$ cat config.mk
export PLATFORM = sky130hd
export DESIGN_NAME = sha1_byte_stream_hasher_flat
export DESIGN_NICKNAME = d
export VERILOG_FILES = /design/src/rtl/sha1bs_pkg.sv /design/src/rtl/sha1bs_if.sv /design/src/rtl/sha1_byte_stream_hasher.sv /design/src/flat_wrapper.sv
export SDC_FILE = /design/constraint.sdc
export NUM_CORES = 2
export LEC_CHECK = 0
export ABC_AREA = 1
export BUFFER_PORTS_ARGS = -buffer_cell sky130_fd_sc_hd__buf_4
export CAP_MARGIN = 40
export CORE_ASPECT_RATIO = 0.6
export CORE_MARGIN = 1.5
export CORE_UTILIZATION = 55
export DETAILED_ROUTE_END_ITERATION = 12
export PLACE_DENSITY_LB_ADDON = 0.1
export SYNTH_ARGS = -nofsm -noshare
export SYNTH_HDL_FRONTEND = slang
export SYNTH_SLANG_ARGS = --single-unit
$ cat constraint.sdc
create_clock -name clk -period 26.3 [get_ports clk]
set_input_delay 1.315 -clock clk [delete_from_list [all_inputs] [get_ports clk]]
set_output_delay 1.315 -clock clk [all_outputs]
set_load 0.1 [all_outputs]
$ cat src/rtl/sha1bs_pkg.sv
// Shared constants, types and helpers for the SHA-1 byte stream hasher.
package sha1bs_pkg;

    localparam int BYTE_W     = 8;
    localparam int WORD_W     = 32;
    localparam int NUM_H      = 5;
    localparam int WORD_NUM_W = 3;
    localparam int FILL_W     = 6;
    localparam int LEN_W      = 61;
    localparam int ROUND_W    = 7;
    localparam int SCHED_N    = 16;

    typedef logic [BYTE_W-1:0]     byte_t;
    typedef logic [WORD_W-1:0]     word_t;
    typedef logic [WORD_NUM_W-1:0] word_num_t;
    typedef logic [FILL_W-1:0]     fill_t;
    typedef logic [LEN_W-1:0]      len_t;
    typedef logic [ROUND_W-1:0]    round_t;

    localparam word_num_t LAST_WORD = word_num_t'(NUM_H - 1);

    localparam word_t INIT_H [NUM_H] = '{
        32'h67452301, 32'hEFCDAB89, 32'h98BADCFE, 32'h10325476, 32'hC3D2E1F0
    };

    localparam word_t K0 = 32'h5A827999;
    localparam word_t K1 = 32'h6ED9EBA1;
    localparam word_t K2 = 32'h8F1BBCDC;
    localparam word_t K3 = 32'hCA62C1D6;

    localparam byte_t PAD_BYTE = 8'h80;
    localparam fill_t LEN_POS  = 6'd56;
    localparam fill_t LAST_POS = 6'd63;

    localparam round_t ROUND_B1   = 7'd20;
    localparam round_t ROUND_B2   = 7'd40;
    localparam round_t ROUND_B3   = 7'd60;
    localparam round_t ROUND_LAST = 7'd79;

    function automatic word_t rotl1(input word_t v);
        rotl1 = {v[WORD_W-2:0], v[WORD_W-1]};
    endfunction

    function automatic word_t rotl5(input word_t v);
        rotl5 = {v[WORD_W-6:0], v[WORD_W-1:WORD_W-5]};
    endfunction

    function automatic word_t rotl30(input word_t v);
        rotl30 = {v[1:0], v[WORD_W-1:2]};
    endfunction

endpackage

$ cat src/rtl/sha1bs_if.sv
// Request channels of the SHA-1 hasher: byte intake and digest output.
interface sha1bs_byte_if;
    logic                 valid;
    logic                 ready;
    sha1bs_pkg::byte_t    message_byte;
    logic                 byte_present;
    logic                 message_end;

    modport source (output valid, message_byte, byte_present, message_end, input ready);
    modport sink   (input valid, message_byte, byte_present, message_end, output ready);
endinterface

interface sha1bs_digest_if;
    logic                  valid;
    logic                  ready;
    sha1bs_pkg::word_t     digest_word;
    sha1bs_pkg::word_num_t word_number;
    logic                  final_word;

    modport source (output valid, digest_word, word_number, final_word, input ready);
    modport sink   (input valid, digest_word, word_number, final_word, output ready);
endinterface

$ cat src/rtl/sha1_byte_stream_hasher.sv
// SHA-1 hasher taking one message byte per request, one round per cycle.
//
// byte_ch carries requests of one optional byte plus an end-of-message mark.
// digest_ch returns five 32-bit digest words, word 0 first, final_word on word 4.
// Every 64th byte (and the block closed by padding) starts the compression:
// the single round unit runs rounds 0 to 79, then ST_ADD folds the result into
// the chaining words; byte_ch is not ready meanwhile.
// After an end mark the block writes 0x80 and zero bytes up to position 56,
// moves on at position 56 to write two length words, compresses (twice when
// the padding spills into a new block) and then offers the five digest words,
// one per cycle while digest_ch is ready.
// A stalled digest_ch holds the current word and keeps byte_ch not ready.
// Once word 4 is taken the chaining words and length return to their initial
// values and byte_ch is ready in the next cycle.
// Reset (rst_n low) loads the initial chaining values, clears the length and
// fill count and leaves the block idle and ready.
module sha1_byte_stream_hasher (
    input  logic                   clk,
    input  logic                   rst_n,
    sha1bs_byte_if.sink            byte_ch,
    sha1bs_digest_if.source        digest_ch
);

    localparam logic [2:0] ST_IDLE   = 3'd0;
    localparam logic [2:0] ST_PAD    = 3'd1;
    localparam logic [2:0] ST_LEN_HI = 3'd2;
    localparam logic [2:0] ST_LEN_LO = 3'd3;
    localparam logic [2:0] ST_ROUND  = 3'd4;
    localparam logic [2:0] ST_ADD    = 3'd5;
    localparam logic [2:0] ST_OUT    = 3'd6;

    logic [2:0]            state_reg, state_next;
    logic [2:0]            ret_reg, ret_next;
    logic                  pad_first_reg, pad_first_next;
    sha1bs_pkg::fill_t     fill_reg, fill_next;
    sha1bs_pkg::len_t      len_reg, len_next;
    sha1bs_pkg::round_t    round_reg, round_next;
    sha1bs_pkg::word_num_t word_reg, word_next;
    sha1bs_pkg::word_t     h_reg [sha1bs_pkg::NUM_H];
    sha1bs_pkg::word_t     h_next [sha1bs_pkg::NUM_H];
    sha1bs_pkg::word_t     s_reg [sha1bs_pkg::SCHED_N];
    sha1bs_pkg::word_t     s_next [sha1bs_pkg::SCHED_N];
    logic [23:0]           acc_reg, acc_next;
    sha1bs_pkg::word_t     a_reg, b_reg, c_reg, d_reg, e_reg;
    sha1bs_pkg::word_t     a_next, b_next, c_next, d_next, e_next;

    logic                  put_en;
    sha1bs_pkg::byte_t     put_val;
    logic                  push_en;
    sha1bs_pkg::word_t     push_word;
    logic                  start_cmp;
    sha1bs_pkg::word_t     f_val, k_val, t_val, w_new;

    assign byte_ch.ready         = (state_reg == ST_IDLE);
    assign digest_ch.valid       = (state_reg == ST_OUT);
    assign digest_ch.digest_word = h_reg[word_reg];
    assign digest_ch.word_number = word_reg;
    assign digest_ch.final_word  = (word_reg == sha1bs_pkg::LAST_WORD);

    always_comb
    begin
        if (round_reg < sha1bs_pkg::ROUND_B1)
        begin
            f_val = (b_reg & c_reg) | (~b_reg & d_reg);
            k_val = sha1bs_pkg::K0;
        end
        else if (round_reg < sha1bs_pkg::ROUND_B2)
        begin
            f_val = b_reg ^ c_reg ^ d_reg;
            k_val = sha1bs_pkg::K1;
        end
        else if (round_reg < sha1bs_pkg::ROUND_B3)
        begin
            f_val = (b_reg & c_reg) | (b_reg & d_reg) | (c_reg & d_reg);
            k_val = sha1bs_pkg::K2;
        end
        else
        begin
            f_val = b_reg ^ c_reg ^ d_reg;
            k_val = sha1bs_pkg::K3;
        end
        t_val = sha1bs_pkg::rotl5(a_reg) + f_val + e_reg + k_val + s_reg[0];
        w_new = sha1bs_pkg::rotl1(s_reg[13] ^ s_reg[8] ^ s_reg[2] ^ s_reg[0]);
    end

    always_comb
    begin
        state_next     = state_reg;
        ret_next       = ret_reg;
        pad_first_next = pad_first_reg;
        fill_next      = fill_reg;
        len_next       = len_reg;
        round_next     = round_reg;
        word_next      = word_reg;
        h_next         = h_reg;
        s_next         = s_reg;
        acc_next       = acc_reg;
        a_next         = a_reg;
        b_next         = b_reg;
        c_next         = c_reg;
        d_next         = d_reg;
        e_next         = e_reg;
        put_en         = 1'b0;
        put_val        = '0;
        push_en        = 1'b0;
        push_word      = '0;
        start_cmp      = 1'b0;

        unique case (state_reg)
            ST_IDLE:
            begin
                if (byte_ch.valid)
                begin
                    if (byte_ch.byte_present)
                    begin
                        put_en   = 1'b1;
                        put_val  = byte_ch.message_byte;
                        len_next = len_reg + 1'b1;
                    end
                    if (byte_ch.message_end)
                    begin
                        state_next     = ST_PAD;
                        pad_first_next = 1'b1;
                    end
                    if (byte_ch.byte_present && fill_reg == sha1bs_pkg::LAST_POS)
                    begin
                        start_cmp = 1'b1;
                        ret_next  = byte_ch.message_end ? ST_PAD : ST_IDLE;
                    end
                end
            end
            ST_PAD:
            begin
                if (!pad_first_reg && fill_reg == sha1bs_pkg::LEN_POS)
                begin
                    state_next = ST_LEN_HI;
                end
                else
                begin
                    put_en         = 1'b1;
                    put_val        = pad_first_reg ? sha1bs_pkg::PAD_BYTE : '0;
                    pad_first_next = 1'b0;
                    if (fill_reg == sha1bs_pkg::LAST_POS)
                    begin
                        start_cmp = 1'b1;
                        ret_next  = ST_PAD;
                    end
                end
            end
            ST_LEN_HI:
            begin
                push_en    = 1'b1;
                push_word  = len_reg[60:29];
                state_next = ST_LEN_LO;
            end
            ST_LEN_LO:
            begin
                push_en   = 1'b1;
                push_word = {len_reg[28:0], 3'b000};
                fill_next = '0;
                start_cmp = 1'b1;
                ret_next  = ST_OUT;
            end
            ST_ROUND:
            begin
                push_en   = 1'b1;
                push_word = w_new;
                a_next    = t_val;
                b_next    = a_reg;
                c_next    = sha1bs_pkg::rotl30(b_reg);
                d_next    = c_reg;
                e_next    = d_reg;
                if (round_reg == sha1bs_pkg::ROUND_LAST)
                    state_next = ST_ADD;
                else
                    round_next = round_reg + 1'b1;
            end
            ST_ADD:
            begin
                h_next[0]  = h_reg[0] + a_reg;
                h_next[1]  = h_reg[1] + b_reg;
                h_next[2]  = h_reg[2] + c_reg;
                h_next[3]  = h_reg[3] + d_reg;
                h_next[4]  = h_reg[4] + e_reg;
                word_next  = '0;
                state_next = ret_reg;
            end
            ST_OUT:
            begin
                if (digest_ch.ready)
                begin
                    if (word_reg == sha1bs_pkg::LAST_WORD)
                    begin
                        h_next     = sha1bs_pkg::INIT_H;
                        len_next   = '0;
                        state_next = ST_IDLE;
                    end
                    else
                    begin
                        word_next = word_reg + 1'b1;
                    end
                end
            end
            default:
            begin
                state_next = ST_IDLE;
            end
        endcase

        if (put_en)
        begin
            fill_next = fill_reg + 1'b1;
            acc_next  = {acc_reg[15:0], put_val};
            if (fill_reg[1:0] == 2'b11)
            begin
                push_en   = 1'b1;
                push_word = {acc_reg, put_val};
            end
        end

        if (push_en)
        begin
            for (int i = 0; i < sha1bs_pkg::SCHED_N - 1; i++)
                s_next[i] = s_reg[i+1];
            s_next[sha1bs_pkg::SCHED_N-1] = push_word;
        end

        if (start_cmp)
        begin
            state_next = ST_ROUND;
            round_next = '0;
            a_next     = h_reg[0];
            b_next     = h_reg[1];
            c_next     = h_reg[2];
            d_next     = h_reg[3];
            e_next     = h_reg[4];
        end
    end

    always_ff @(posedge clk or negedge rst_n)
    begin
        if (!rst_n)
        begin
            state_reg     <= ST_IDLE;
            ret_reg       <= ST_IDLE;
            pad_first_reg <= 1'b0;
            fill_reg      <= '0;
            len_reg       <= '0;
            round_reg     <= '0;
            word_reg      <= '0;
            h_reg         <= sha1bs_pkg::INIT_H;
        end
        else
        begin
            state_reg     <= state_next;
            ret_reg       <= ret_next;
            pad_first_reg <= pad_first_next;
            fill_reg      <= fill_next;
            len_reg       <= len_next;
            round_reg     <= round_next;
            word_reg      <= word_next;
            h_reg         <= h_next;
        end
    end

    always_ff @(posedge clk)
    begin
        s_reg   <= s_next;
        acc_reg <= acc_next;
        a_reg   <= a_next;
        b_reg   <= b_next;
        c_reg   <= c_next;
        d_reg   <= d_next;
        e_reg   <= e_next;
    end

endmodule

$ cat src/flat_wrapper.sv
// flat-port wrapper written by rule: the top's interface ports become plain ports
module sha1_byte_stream_hasher_flat 
  (clk, rst_n, byte_ch_valid, byte_ch_message_byte, byte_ch_byte_present, byte_ch_message_end, byte_ch_ready, digest_ch_valid, digest_ch_digest_word, digest_ch_word_number, digest_ch_final_word, digest_ch_ready);
  sha1bs_byte_if byte_ch_i ();
  sha1bs_digest_if digest_ch_i ();
  input  logic clk;
  input  logic rst_n;
  input wire logic [$bits(byte_ch_i.valid)-1:0] byte_ch_valid;
  input wire logic [$bits(byte_ch_i.message_byte)-1:0] byte_ch_message_byte;
  input wire logic [$bits(byte_ch_i.byte_present)-1:0] byte_ch_byte_present;
  input wire logic [$bits(byte_ch_i.message_end)-1:0] byte_ch_message_end;
  output wire logic [$bits(byte_ch_i.ready)-1:0] byte_ch_ready;
  output wire logic [$bits(digest_ch_i.valid)-1:0] digest_ch_valid;
  output wire logic [$bits(digest_ch_i.digest_word)-1:0] digest_ch_digest_word;
  output wire logic [$bits(digest_ch_i.word_number)-1:0] digest_ch_word_number;
  output wire logic [$bits(digest_ch_i.final_word)-1:0] digest_ch_final_word;
  input wire logic [$bits(digest_ch_i.ready)-1:0] digest_ch_ready;
  assign byte_ch_i.valid = byte_ch_valid;
  assign byte_ch_i.message_byte = byte_ch_message_byte;
  assign byte_ch_i.byte_present = byte_ch_byte_present;
  assign byte_ch_i.message_end = byte_ch_message_end;
  assign byte_ch_ready = byte_ch_i.ready;
  assign digest_ch_valid = digest_ch_i.valid;
  assign digest_ch_digest_word = digest_ch_i.digest_word;
  assign digest_ch_word_number = digest_ch_i.word_number;
  assign digest_ch_final_word = digest_ch_i.final_word;
  assign digest_ch_i.ready = digest_ch_ready;
  sha1_byte_stream_hasher u_core (.clk(clk), .rst_n(rst_n), .byte_ch(byte_ch_i), .digest_ch(digest_ch_i));
endmodule
# Word level (Yosys, flattened, before mapping)

Index checks and enable logic that the tools add are counted.

Register bits after elaboration: 940
Input port bits: 14

$add $sub $neg: 13
Order comparisons: 4
Equal/unequal tests: 28
Multiplexer cells: 73
Bitwise logic cells: 14
Reductions and logical operators: 18

Operators by type and width:

| operator                                                                      | count |
|---|---|
| 32-bit 2-to-1 mux                                                             | 19 |
| 160-bit 2-to-1 mux                                                            | 2 |
| 160-bit case mux with 2 select lines                                          | 1 |
| 32-bit adder                                                                  | 9 |
| 61-bit 2-to-1 mux                                                             | 4 |
| 32-bit XOR                                                                    | 5 |
| 32-bit AND                                                                    | 4 |
| 61-bit case mux with 2 select lines                                           | 1 |
| 32-bit binary-select mux with 3-bit select                                    | 1 |
| 32-bit bitwise OR                                                             | 3 |
| 32-bit case mux with 3 select lines                                           | 1 |
| 61-bit by 1-bit adder with 61-bit output (second input constant)              | 1 |
| 3-bit 2-to-1 mux                                                              | 13 |
| 8-bit 2-to-1 mux                                                              | 4 |
| 32-bit NOT                                                                    | 1 |
| 31-bit 2-to-1 mux                                                             | 1 |
| 7-bit 2-to-1 mux                                                              | 3 |
| 3-bit case mux with 7 select lines                                            | 1 |
| 8-bit case mux with 2 select lines                                            | 1 |
| 7-bit by 6-bit less-than comparator with 1-bit output (second input constant) | 2 |
| 1-bit 2-to-1 mux                                                              | 14 |
| 3-bit equality test (second input constant)                                   | 4 |
| 6-bit equality test (second input constant)                                   | 2 |
| 6-bit 2-to-1 mux                                                              | 2 |
| other kinds (29)                                                              | 51 |

# Longest topological paths before layout

Depth after elaboration: 12
Mapped depth: 28

# Worst setup path after synthesis

Ideal clock, no wire load.

Path type: reg-to-reg
Start point: reg u_core.state_reg[2]
End point: reg u_core.s_reg[0] in the netlist's numbering, enable pin
Library setup time: 1.517 ns
Data arrival time: 24.315 ns
Setup slack: 0.468 ns
Stages on the path, launching flop included: 3
Buffers on the path: 1
Clock period less this slack: 25.832 ns
Cells stage by stage: dfrtp_1 buf_2 o211ai_1

Longest elaborated chain between the ends: 5
Elaborated cells on any way between the ends: 10
Those cells by class: eq/ne (4); mux (4); reduce/logical (2)

RTL lines:

| what                                                                                  | RTL line                       | text |
|---|---|---|
| from (decl)                                                                           | sha1_byte_stream_hasher.sv:32  | `logic [2:0] state_reg, state_next;` |
| from (signal assigned)                                                                | sha1_byte_stream_hasher.sv:255 | `state_reg <= state_next;` |
| 3-bit by 2-bit equality test with 1-bit output or 3-bit equality test (tied branches) | sha1_byte_stream_hasher.sv:109 | `unique case (state_reg)` |
| 3-bit OR reduction (no source line)                                                   | --                             |  |
| 1-bit 2-to-1 mux                                                                      | sha1_byte_stream_hasher.sv:109 |  |
| 1-bit 2-to-1 mux                                                                      | sha1_byte_stream_hasher.sv:214 | `if (fill_reg[1:0] == 2'b11)` |
| 1-bit 2-to-1 mux *                                                                    | sha1_byte_stream_hasher.sv:210 | `if (put_en)` |
| net u_core.push_en                                                                    | sha1_byte_stream_hasher.sv:49  | `logic push_en;` |
| to (signal assigned)                                                                  | sha1_byte_stream_hasher.sv:268 | `s_reg <= s_next;` |
| to (decl)                                                                             | sha1_byte_stream_hasher.sv:41  | `sha1bs_pkg::word_t s_reg [sha1bs_pkg::SCHED_N];` |

Mark *: on every way through the listed nets, which the timed path passes. The rest lies on a longest branch.
A chain may end at the register's enable or synchronous reset.

# Final worst setup path

Start point: reg u_core.round_reg[3]
End point: reg u_core.a_reg[16] (data pin)

Longest elaborated chain between the ends: 10
Elaborated cells on any way between the ends: 15
Those cells by class: add/sub (4); order compare (3); mux (8)

RTL lines:

| what                                                  | RTL line                       | text |
|---|---|---|
| from (decl)                                           | sha1_byte_stream_hasher.sv:37  | `sha1bs_pkg::round_t round_reg, round_next;` |
| from (signal assigned)                                | sha1_byte_stream_hasher.sv:260 | `round_reg <= round_next;` |
| 7-bit by 6-bit less-than comparator with 1-bit output | sha1_byte_stream_hasher.sv:72  | `else if (round_reg < sha1bs_pkg::ROUND_B3)` |
| 32-bit 2-to-1 mux                                     | sha1_byte_stream_hasher.sv:72  |  |
| 32-bit 2-to-1 mux                                     | sha1_byte_stream_hasher.sv:67  | `else if (round_reg < sha1bs_pkg::ROUND_B2)` |
| 32-bit 2-to-1 mux                                     | sha1_byte_stream_hasher.sv:62  | `if (round_reg < sha1bs_pkg::ROUND_B1)` |
| 32-bit adder (2 in series)                            | sha1_byte_stream_hasher.sv:82  | `t_val = sha1bs_pkg::rotl5(a_reg) + f_val + e_reg + k_val + s_reg[0];` |
| 32-bit adder * (2 in series)                          | sha1_byte_stream_hasher.sv:82  |  |
| 32-bit 2-to-1 mux *                                   | sha1_byte_stream_hasher.sv:109 |  |
| 32-bit 2-to-1 mux *                                   | sha1_byte_stream_hasher.sv:228 | `if (start_cmp)` |
| net u_core.a_next[16]                                 | sha1_byte_stream_hasher.sv:45  | `sha1bs_pkg::word_t a_next, b_next, c_next, d_next, e_next;` |
| to (signal assigned)                                  | sha1_byte_stream_hasher.sv:270 | `a_reg <= a_next;` |
| to (decl)                                             | sha1_byte_stream_hasher.sv:44  | `sha1bs_pkg::word_t a_reg, b_reg, c_reg, d_reg, e_reg;` |

Mark *: on every way through the listed nets, which the timed path passes. The rest lies on a longest branch. The select of a mux whose other input is x is not followed.

==> out/qor.yml <==
die_width_um: 403
largest_reg_flops: 512
slew_headroom: 0.256
ys_types: 56
hold_viol: 0
antenna_found_initial: 3
drc: 0
fmax_mhz: 158
synth.area.top_cells: "edfxtp_1 (40%), nand2_1 (8.7%), dfrtp_1 (7.7%)"
min_from: "u_core.s_reg[333]$_DFFE_PP_"
fill_cells: 8036
worst_pin_slew_ns: 1.12
crit_fanout: 37
yosysWarnings: 0
ys_seq_area_frac: 0.513
rsz0062_at_grt: "false"
syn2layout_area_growth_pct: 9.49
root_buffer: "clkbuf_16"
synth-compound-area-share: 0.115
grt_first_pass_wirelength_um: 278000
fin_crit_ns: 6.33
most-common-layout-cells: "nand2_1 (1228), inv_1 (822), edfxtp_1 (696)"
track_usage: 0.399
holdPathEnd: "u_core.s_reg[365]$_DFFE_PP_"
drive_gt1_frac: 0.0633
fin_skew_ns: 0.0464
clockBufferDepth: 3
overflow: 0
tns_ns: 0
final_area_um2: 57800
clock_sinks: 939
route.vias.total: 44267
whs_ns: 0.393
synth_xor_area_frac: 0.0264
ys.flop_type: "edfxtp_1"
synthAdderAreaFrac: 0.101
die_h_um: 243
seq_area_um2: 27100
hp-class: "flop to flop"
hpwl_um: 152000
grt_pass1_vias: 38798
clk_latency_ns: 0.73
synth_seq_cells: 939
status: "completed"
cts_resized: 0
syn_nets: 6076
grt_max_degree: 212
initial_core_util: 0.559
arrival_ns: 6.78
synth-edff-count: 696
synth_mux_area_frac: 0
cts_setup_buffers: 0
wl_per_cell_um: 27.8
crit_type: "flop to flop"
avgSynthCellArea_um2: 9.24
drt_iter0_markers: 8450
final_nets: 6154
multiInputGateArea_um2: 22000
die_area_um2: 97900
min_delay_path_depth: 0
post_synth_instance_area_um2: 52800
core_area_um2: 94500
io_pins: 52
drv_slew: 0
cts_htree_levels: 3
reg2regPathDepth: 24
end_kind: "flop"
via_per_inst: 6.22
layout_commonest_cell: "nand2_1"
drt_first_pass_iters: 11
fp-row-count: 87
worstPathRequired_ns: 26.75
r2r-start: "u_core.round_reg[3]$_DFFE_PN0P_"
synth_top_cell_by_area: "edfxtp_1"
cts_hold_buffers: 0
r2r_setup_slack_ns: 19.97
post-route-period-util: 0.241
netlist.area_leader.share: 0.396
synth-async-reset-ratio: 0.259
yosys.area_share.simple: 0.174
path_clk_slew_ns: 0.07
r2r-end: "u_core.a_reg[16]$_DFFE_PP_"
synth_top_family_by_area: "simple AND/OR/NAND/NOR gates"
setup_viol: 0
synthCells: 5712
cts_tree: "done"
drv_cap: 0
drt.antenna.violating_nets: 0
drt-total-wl_um: 198000
numCtsBuffers: 88
gp_congestion: 1.15
placed_area_um2: 54800
numPortBuffers: 51
start_kind: "flop"
synthesized netlist by cell type (all sizes together), types with 20 or more instances:
cell type  number
nor2          432
nand4          74
nand3         351
o21bai         29
o22ai          85
o21a           22
a211oi         22
inv           829
o21ai         473
nor4           20
o211ai         26
nand2        1230
nor3           77
edfxtp        696
clkbuf         77
xnor2          41
buf            57
fa            124
ha            226
xor2          118
dfstp          80
a21oi         325
dfrtp         163
logic make-up after synthesis:
| logic type | count (synthesis) |
|---|---|
| AND/OR/NAND/NOR | 2214 |
| AO/OA/AOI/OAI | 1082 |
| buffers and inverters | 968 |
| flip-flops | 939 |
| adder cells (fa/ha/maj) | 350 |
| XOR/XNOR | 159 |
layer usage:
metal  up-vias  global-route usage  share of wire
met3       233               0.252           0.20
met5         -              0.0682         0.0049
li1      19439                   -              -
met1     21383               0.652           0.46
met4        18              0.0597          0.016
met2      3194               0.411           0.32
worst max-delay path by stage:
| stage | start | to | slack (ns) | depth (start not counted) |
|---|---|---|---|---|
| floorplan | u_core.state_reg[2]$_DFFE_PN0P_ | u_core.s_reg[0]$_DFFE_PP_ | 0.47 | 2 |
| detailed placement | u_core.round_reg[3]$_DFFE_PN0P_ | u_core.a_reg[16]$_DFFE_PP_ | 20.35 | 24 |
| CTS | u_core.round_reg[3]$_DFFE_PN0P_ | u_core.a_reg[16]$_DFFE_PP_ | 20.31 | 24 |
| global route | u_core.round_reg[3]$_DFFE_PN0P_ | u_core.a_reg[16]$_DFFE_PP_ | 19.83 | 24 |
| finish | u_core.round_reg[3]$_DFFE_PN0P_ | u_core.a_reg[16]$_DFFE_PP_ | 19.97 | 24 |
| global placement | u_core.round_reg[3]$_DFFE_PN0P_ | u_core.a_reg[16]$_DFFE_PP_ | 20.44 | 24 |
through the flow:
step	cells	util	setup slack, ns
finish	7112	0.612	19.97
floorplan	5712	-	0.468
global route	7111	0.612	19.83
detailed placement	6941	0.580	20.35
global placement	6923	0.577	20.44
CTS	7106	0.611	20.31
area by class of cell:
| cell class | count | area share |
|---|---|---|
| Antenna cell | 1 | 0.0000433 |
| Clock buffer | 110 | 0.0411 |
| Clock inverter | 55 | 0.0107 |
| Inverter | 834 | 0.0542 |
| Multi-Input combinational cell | 3805 | 0.381 |
| Sequential cell | 939 | 0.469 |
| Tap cell | 1246 | 0.0270 |
| Timing Repair Buffer | 122 | 0.0179 |
worst max-delay path, stage by stage (launching register included):
cell and delay [ns]:
dfrtp_1 0.44, nand2_1 0.14, inv_1 0.09, nand2_1 0.10
nand3_1 0.08, buf_4 0.46, nand2_1 0.39, buf_4 0.38
o22ai_1 0.17, nor2_1 0.08, fa_1 0.49, fa_1 0.50
inv_1 0.05, fa_1 0.47, inv_1 0.04, ha_1 0.33
a21oi_1 0.27, inv_1 0.07, nor2_1 0.43, nand3_1 0.40
nand2_1 0.16, nand2_1 0.07, or2_2 0.27, nand3_1 0.08
nand2_1 0.06
Power is left out: the tool's default activity adds up to more than one toggle a clock period on the data nets, which glitch-free logic cannot reach.
